--- src/rtl/lcs_length_engine_defines.svh ---
// assertion macros for the lcs length engine
`ifndef LCS_LENGTH_ENGINE_DEFINES_SVH
`define LCS_LENGTH_ENGINE_DEFINES_SVH
`ifndef ASSERT_OFF
`define LCSE_ASSERT(lbl, prop) \
    lbl: assert property (@(posedge aclk) disable iff (!aresetn) prop) \
        else $error("lcs_length_engine assertion failed");
`define LCSE_ASSERT_IMPL(lbl, ante, cons) \
    lbl: assert property (@(posedge aclk) disable iff (!aresetn) (ante) |-> (cons)) \
        else $error("lcs_length_engine implication failed");
`else
`define LCSE_ASSERT(lbl, prop)
`define LCSE_ASSERT_IMPL(lbl, ante, cons)
`endif
`endif

--- src/rtl/lcse_pkg.sv ---
// shared constants and types of the lcs length engine
package lcse_pkg;

    localparam int MAX_LEN   = 1024;
    localparam int CNT_W     = $clog2(MAX_LEN + 1);
    localparam int SYM_W     = 8;
    localparam int SEC_W     = 16;
    localparam int PCT_W     = 8;
    localparam int SCALE_W   = 7;
    localparam int PROD_W    = SEC_W + PCT_W;
    localparam int PCT_SCALE = 100;

    localparam logic [SEC_W-1:0] SEC_MAX = {SEC_W{1'b1}};

    // input item kinds
    localparam logic [1:0] KIND_FIRST  = 2'd0;
    localparam logic [1:0] KIND_SECOND = 2'd1;
    localparam logic [1:0] KIND_FINISH = 2'd2;

    // chain token operations
    localparam logic [1:0] OP_NONE   = 2'd0;
    localparam logic [1:0] OP_LOAD   = 2'd1;
    localparam logic [1:0] OP_SWEEP  = 2'd2;
    localparam logic [1:0] OP_FINISH = 2'd3;

    // configuration register indexes
    localparam logic [1:0] REG_MIN_LENGTH  = 2'd0;
    localparam logic [1:0] REG_MIN_PERCENT = 2'd1;

    typedef struct packed {
        logic [1:0]       op;
        logic [SYM_W-1:0] sym;
        logic [CNT_W-1:0] left;
        logic [CNT_W-1:0] diag;
    } token_t;

    typedef struct packed {
        logic [CNT_W-1:0] first_count;
        logic [SEC_W-1:0] second_count;
        logic             overflow;
    } fin_info_t;

endpackage

--- src/rtl/lcse_result.sv ---
// threshold check and output register for the finish result
module lcse_result (
    input  logic                       aclk,
    input  logic                       aresetn,
    input  logic                       exit_valid,
    input  logic [lcse_pkg::CNT_W-1:0] exit_lcs,
    input  lcse_pkg::fin_info_t        info,
    input  logic [lcse_pkg::CNT_W-1:0] min_length,
    input  logic [lcse_pkg::PCT_W-1:0] min_percent,
    output logic                       moved,
    output logic                       m_valid,
    input  logic                       m_ready,
    output logic [lcse_pkg::CNT_W-1:0] m_lcs_length,
    output logic [lcse_pkg::CNT_W-1:0] m_first_length,
    output logic [lcse_pkg::SEC_W-1:0] m_second_length,
    output logic                       m_is_match,
    output logic                       m_overflowed
);
    import lcse_pkg::*;

    logic              s1_valid_reg;
    logic [CNT_W-1:0]  s1_lcs_reg;
    fin_info_t         s1_info_reg;
    logic [PROD_W-1:0] s1_scaled_reg;
    logic [PROD_W-1:0] s1_pfirst_reg;
    logic [PROD_W-1:0] s1_psecond_reg;

    logic              m_valid_reg;
    logic [CNT_W-1:0]  m_lcs_reg;
    logic [CNT_W-1:0]  m_first_reg;
    logic [SEC_W-1:0]  m_second_reg;
    logic              m_match_reg;
    logic              m_ovf_reg;

    logic              match;

    assign moved = s1_valid_reg && (!m_valid_reg || m_ready);

    // exact percentage test: lcs * 100 >= percent * length, empty never meets
    assign match = (s1_lcs_reg >= min_length) &&
                   (((s1_info_reg.first_count != '0) && (s1_scaled_reg >= s1_pfirst_reg)) ||
                    ((s1_info_reg.second_count != '0) && (s1_scaled_reg >= s1_psecond_reg)));

    always_ff @(posedge aclk) begin
        if (!aresetn) begin
            s1_valid_reg <= 1'b0;
            m_valid_reg  <= 1'b0;
        end else begin
            if (exit_valid) begin
                s1_valid_reg <= 1'b1;
            end else if (moved) begin
                s1_valid_reg <= 1'b0;
            end
            if (moved) begin
                m_valid_reg <= 1'b1;
            end else if (m_ready) begin
                m_valid_reg <= 1'b0;
            end
        end
    end

    // operands widened first so the products keep their upper bits
    always_ff @(posedge aclk) begin
        if (exit_valid) begin
            s1_lcs_reg     <= exit_lcs;
            s1_info_reg    <= info;
            s1_scaled_reg  <= PROD_W'(exit_lcs) * PROD_W'(PCT_SCALE);
            s1_pfirst_reg  <= PROD_W'(min_percent) * PROD_W'(info.first_count);
            s1_psecond_reg <= PROD_W'(min_percent) * PROD_W'(info.second_count);
        end
        if (moved) begin
            m_lcs_reg    <= s1_lcs_reg;
            m_first_reg  <= s1_info_reg.first_count;
            m_second_reg <= s1_info_reg.second_count;
            m_match_reg  <= match;
            m_ovf_reg    <= s1_info_reg.overflow;
        end
    end

    assign m_valid         = m_valid_reg;
    assign m_lcs_length    = m_lcs_reg;
    assign m_first_length  = m_first_reg;
    assign m_second_length = m_second_reg;
    assign m_is_match      = m_match_reg;
    assign m_overflowed    = m_ovf_reg;

endmodule

--- config.mk ---
export PLATFORM = sky130hd
export DESIGN_NAME = lcse_result
export DESIGN_NICKNAME = d
export VERILOG_FILES = /design/src/rtl/lcs_length_engine_defines.svh /design/src/rtl/lcse_pkg.sv /design/src/rtl/lcse_result.sv
export SDC_FILE = /design/constraint.sdc
export NUM_CORES = 1
export LEC_CHECK = 0
export ABC_AREA = 1
export ABC_CLOCK_PERIOD_IN_PS = 4600
export BUFFER_PORTS_ARGS = -buffer_cell sky130_fd_sc_hd__buf_2
export CORE_ASPECT_RATIO = 0.75
export CORE_MARGIN = 4
export CORE_UTILIZATION = 45
export CTS_BUF_LIST = sky130_fd_sc_hd__clkbuf_8 sky130_fd_sc_hd__clkbuf_16
export DETAILED_ROUTE_END_ITERATION = 10
export GPL_ROUTABILITY_DRIVEN = 0
export MAX_ROUTING_LAYER = met4
export SYNTH_ARGS = -nofsm -noshare
export SYNTH_HDL_FRONTEND = slang
export SYNTH_SLANG_ARGS = --single-unit
export TNS_END_PERCENT = 10
--- constraint.sdc ---
create_clock -name aclk -period 4.6 [get_ports aclk]
set_input_delay 0.69 -clock aclk [delete_from_list [all_inputs] [get_ports aclk]]
set_output_delay 0.69 -clock aclk [all_outputs]
set_load 0.02 [all_outputs]
==> flow_metrics.tcl, run 1 <==
set metrics [dict create \
    numCtsBuffers 17 \
    holdWs_ns 0.4248 \
    tritoncts "done" \
    slowest_delay_ns 0.57 \
    postCtsSetupBuffers 0 \
    grt_pass1_wl_um 53720 \
    timing.fmax_mhz 225.1 \
    ios 104 \
    ys.warnings.count 0 \
    crit_top_cell "fa_1" \
    fp.dieW_um 210.9 \
    slew_headroom_pct 39.99 \
    overflow 0 \
    swShare_pct 41.99 \
    cts.path.max_buffers 2 \
    wl_per_cell_um 14.75 \
    seqCellArea_um2 4094 \
    cts-root-buf "clkbuf_16" \
    synth_area_um2 13890 \
    start_kind "primary input" \
    clk_latency_ns 0.44 \
    antenna_found_initial 1 \
    dpl.hpwl_um 27330 \
    numPortBuffers 103 \
    power_mw 8.368 \
    p_sw_mw 3.513 \
    slew_violations 0 \
    wirelength_um 32690 \
    drt_iter0_markers 544 \
    async_reset_ff_share_pct 0 \
    final_util_pct 54.08 \
    leakage_nw 9.412 \
    ys.flop_type "edfxtp_1" \
    period_share_pct 96.56 \
    clkPwrFrac_pct 17.6 \
    stdcell_count 2216 \
    ys_seq_area_share_pct 29.47 \
    fin_skew_ns 0.01677 \
    grt_max_degree 67 \
    cap_violations 0 \
    avgSynthCellArea_um2 8.639 \
    die_h_um 160.2 \
    status "finished clean" \
    yosysUniqueCellTypes 32 \
    crit_required_ns 4.78 \
    critPathArrivalTime_ns 4.62 \
    worst_slack_ns 0.1584 \
    cts_hold_buf 0 \
    min_period_ns 4.442 \
    fp.dieArea_um2 33770 \
    largest_reg_flops 28 \
    ant_nets 0 \
    internal_power_mw 4.855 \
    tns_ns 0 \
    initial_core_util_pct 45.88 \
    hold_class "reg2reg" \
    fill_cells 2768 \
    synth_fp_nets 1977 \
    placed_area_um2 15710 \
    endpoint_kind "flip-flop" \
    yosys_register_bits 137 \
    comb_power_share_pct 59.5 \
    via_count 10550 \
    netlist_instances 1608 \
    first_pass_iters 5 \
    vdd_drop_max_mv 0.3200 \
    fin_nets 2172 \
    worst-setup-path-type "in2reg" \
    layout-drive-gt1-share_pct 14.81 \
    clkTransAtPathRegs_ns 0.06 \
    power_density_nw_per_um2 511.0 \
    place_ws_ns -0.4533 \
    cts.sinks 137 \
    layout_common_cells "inv_1 (457), nand2_1 (386), ha_1 (163)" \
    seqPwrFrac_pct 23.0 \
    crit_chain "buf_4, nand2_1, inv_1, fa_1, fa_1, fa_1, inv_1, fa_1, inv_1, ha_1, nand2_1, buf_4, nor2_1, nand4_1, nand4_1, nand2_1" \
    worstMarginPinSlew_ns 0.9002 \
    syn2layout_area_growth_pct 17.89 \
    crit_path_top_delay_cell "fa_1" \
    grt_usage_pct 20.46 \
    finalInstanceArea_um2 16380 \
    rows 55 \
    grt_pass1_vias 10445 \
    layout_commonest_cell "inv_1" \
    multiInputGateArea_um2 7920 \
    hold_violations 0 \
    h-tree-depth 4 \
    timing.critical_path.fanout_max 12 \
    drc 0 \
    dp_cells 2183 \
    core_um2 30280 \
    synth_edf_count 135 \
    rsz0062_at_grt "false" \
    viasPerCell 4.761 \
    setup_viol 0 \
]
## path summary, 6_finish.rpt
kind | from | to | slack, ns | cells after the start
max | min_percent[4] | s1_psecond_reg[21]$_DFFE_PP_ | 0.16 | 16
min | s1_info_reg[0]$_DFFE_PP_ | m_overflowed$_DFFE_PP_ | 0.42 | 0
max reg2reg | s1_info_reg[18]$_DFFE_PP_ | m_is_match$_DFFE_PP_ | 2.73 | 4
min reg2reg | s1_info_reg[0]$_DFFE_PP_ | m_overflowed$_DFFE_PP_ | 0.42 | 0
## layout make-up
type | count | area share [%]
Clock inverter | 15 | 1.184
Clock buffer | 17 | 2.598
Multi-Input combinational cell | 963 | 48.36
Timing Repair Buffer | 227 | 9.314
Antenna cell | 1 | 0.01528
Inverter | 457 | 10.48
Sequential cell | 137 | 25.00
Tap cell | 399 | 3.049
## routing by layer
| layer | GRT usage (%) | part of all wire, % | vias up |
|---|---|---|---|
| met5 | - | 0 | - |
| met4 | 3.299 | 0.74 | 0 |
| met1 | 29.95 | 49 | 5042 |
| met2 | 30.42 | 44 | 249 |
| li1 | - | - | 5236 |
| met3 | 3.771 | 6.2 | 23 |
## kinds of logic after synthesis
group                    share of synthesized area, %
AO/OA/AOI/OAI                                   3.972
flip-flops                                      29.47
buffers and inverters                           13.73
AND/OR/NAND/NOR                                 15.00
XOR/XNOR                                        2.396
adder cells (fa/ha/maj)                         35.44
## power groups by stage
stage	registers [mW]	logic, mW	clock network (mW)
after detailed placement	1.95	4.93	0
final	1.92	4.98	1.47
after global placement	1.94	4.87	0
after floorplan	1.92	3.05	0
after CTS	1.92	4.98	1.50
after global routing	1.94	5.69	1.55
## worst max-delay path: cells and delay by family
family	cells	cell delay, ns
adders and majority gates	5	2.48
buffers and inverters	5	0.52
and+or+nand+nor	6	0.93
## synth_stat cells (all sizes together) (13+ instances only)
library cell / instances / area [µm²]
ha: 163 / 2039
fa: 144 / 2883
inv: 457 / 1715
xor2: 26 / 227.7
nor2: 63 / 236.5
nand2: 389 / 1465
a21oi: 55 / 275.3
clkbuf: 48 / 180.2
o21ai: 19 / 98.85
nand3: 37 / 185.2
edfxtp: 135 / 4054
nand4: 13 / 81.33
## repair_timing
| action | in CTS | in global routing |
|---|---|---|
| pin swaps | 0 | 1 |
| cloned | 0 | 0 |
| resized for setup | 1 | 16 |
| endpoints found under the setup margin | 1 | 21 |
No activity file was read; power rests on OpenSTA's default activity.
==> run 2: changes to the inputs <==
--- a/config.mk
+++ b/config.mk
@@ -15,6 +15,7 @@
 export DETAILED_ROUTE_END_ITERATION = 10
 export GPL_ROUTABILITY_DRIVEN = 0
 export MAX_ROUTING_LAYER = met4
+export PLACE_DENSITY = 0.75
 export SYNTH_ARGS = -nofsm -noshare
 export SYNTH_HDL_FRONTEND = slang
 export SYNTH_SLANG_ARGS = --single-unit
==> flow_metrics.tcl, run 2 (same netlist as run 1, synthesis figures left out) <==
set metrics [dict create \
    grt_max_degree 66 \
    crit_required_ns 4.79 \
    crit_top_cell "fa_1" \
    leakage_nw 9.325 \
    clk_latency_ns 0.43 \
    worst-setup-path-type "in2reg" \
    period_share_pct 96.87 \
    numCtsBuffers 17 \
    ant_nets 0 \
    met2_length_um 15600 \
    dpl.hpwl_um 28030 \
    slowest_delay_ns 0.55 \
    first_pass_iters 6 \
    tritoncts "done" \
    core_um2 30280 \
    clkTransAtPathRegs_ns 0.07 \
    tns_ns 0 \
    cts.path.max_buffers 2 \
    crit_chain "clkbuf_4, buf_4, nand2_1, inv_1, fa_1, fa_1, fa_1, inv_1, fa_1, inv_1, ha_1, a21oi_1, o21ai_0, a21oi_1, nand3_1, nand2_1, nand2_1" \
    antenna_found_initial 2 \
    ios 104 \
    hold_class "reg2reg" \
    viasPerCell 4.952 \
    timing.critical_path.fanout_max 11 \
    overflow 0 \
    dp_cells 2173 \
    layout_common_cells "inv_1 (457), nand2_1 (387), ha_1 (159)" \
    largest_reg_flops 28 \
    syn2layout_area_growth_pct 17.22 \
    cts.sinks 137 \
    critPathArrivalTime_ns 4.64 \
    cts-root-buf "clkbuf_16" \
    stdcell_count 2207 \
    cts_hold_buf 0 \
    final_util_pct 53.78 \
    hold_violations 0 \
    endpoint_kind "flip-flop" \
    setup_viol 0 \
    top_layer "met4" \
    start_kind "primary input" \
    met1_length_um 15160 \
    layout-drive-gt1-share_pct 14.89 \
    crit_path_top_delay_cell "fa_1" \
    grt_pass1_wl_um 55550 \
    fill_cells 2659 \
    crit_family "adder cells" \
    grt_usage_pct 21.18 \
    placed_area_um2 15610 \
    grt_pass1_vias 11027 \
    status "finished clean" \
    timing.fmax_mhz 224.4 \
    initial_core_util_pct 45.88 \
    numPortBuffers 103 \
    fin_skew_ns 0.01347 \
    cap_violations 0 \
    finalInstanceArea_um2 16280 \
    slew_violations 0 \
    worstMarginPinSlew_ns 0.8568 \
    slew_headroom_pct 42.88 \
    drt_iter0_markers 811 \
    holdWs_ns 0.4232 \
    postCtsSetupBuffers 0 \
    met3_wirelength_um 2924 \
    h-tree-depth 4 \
    fp.dieArea_um2 33770 \
    rows 55 \
    wl_per_cell_um 15.52 \
    wirelength_um 34250 \
    rsz0062_at_grt "true" \
    crit_buf_inv 5 \
    fp.dieW_um 210.9 \
    fin_nets 2162 \
    power_density_nw_per_um2 512.7 \
    min_period_ns 4.456 \
    via_count 10928 \
    layout_commonest_cell "inv_1" \
    vdd_drop_max_mv 0.4338 \
    die_h_um 160.2 \
    drc 0 \
]
[run 2: cell count changes in the layout (fill, tap and decap cells not counted), sizes merged]
cell and change:
bufinv -2, clkbuf +2, inv -2, clkinv +2
diode +1, clkinvlp +2, buf -12
[run 2: where the power goes]
group / switching, mW / internal, mW / leakage, nW
Clock: 0.644 / 0.734 / 0.287
Combinational: 2.87 / 2.16 / 7.72
Sequential: 0.120 / 1.81 / 1.32
Total: 3.64 / 4.71 / 9.33
[run 2: path summary, 6_finish.rpt]
path                                          startpoint                           end  slack (ns)  depth (start not counted)
worst max-delay path                      min_percent[5]  s1_psecond_reg[23]$_DFFE_PP_        0.14                         17
worst min-delay path            s1_info_reg[0]$_DFFE_PP_        m_overflowed$_DFFE_PP_        0.42                          0
worst max register to register   s1_lcs_reg[0]$_DFFE_PP_          m_is_match$_DFFE_PP_        2.77                          8
worst min register to register  s1_info_reg[0]$_DFFE_PP_        m_overflowed$_DFFE_PP_        0.42                          0
[run 2: metrics by stage]
stage | power [mW] | setup slack, ns
global placement | 6.626 | -0.3524
CTS | 8.217 | 0.02151
global route | 9.062 | -0.02621
finish | 8.348 | 0.1439
detailed placement | 6.796 | -0.4198
floorplan | 4.969 | -0.03593
[run 2: layout make-up]
type                    count  area [µm²]  area share, %
flip-flops and latches    137        4094          25.14
repair buffers            217        1414          8.683
clock buffers              17       425.4          2.613
well taps                 399       499.2          3.066
inverters                 457        1715          10.53
clock inverters            15       173.9          1.068
diodes                      2       5.005        0.03074
multi-input cells         963        7956          48.86
[run 2: repair_timing]
action / 4_1_cts / 5_1_grt
cloned: 0 / 0
gates resized for setup: 2 / 20
endpoints found under the setup margin: 1 / 19
pin swaps: 0 / 2
[run 2: routing by layer]
| metal | track usage, % | vias up |
|---|---|---|
| met5 | - | - |
| met4 | 5.361 | 0 |
| met3 | 4.104 | 38 |
| met2 | 32.51 | 430 |
| met1 | 29.19 | 5254 |
| li1 | - | 5206 |
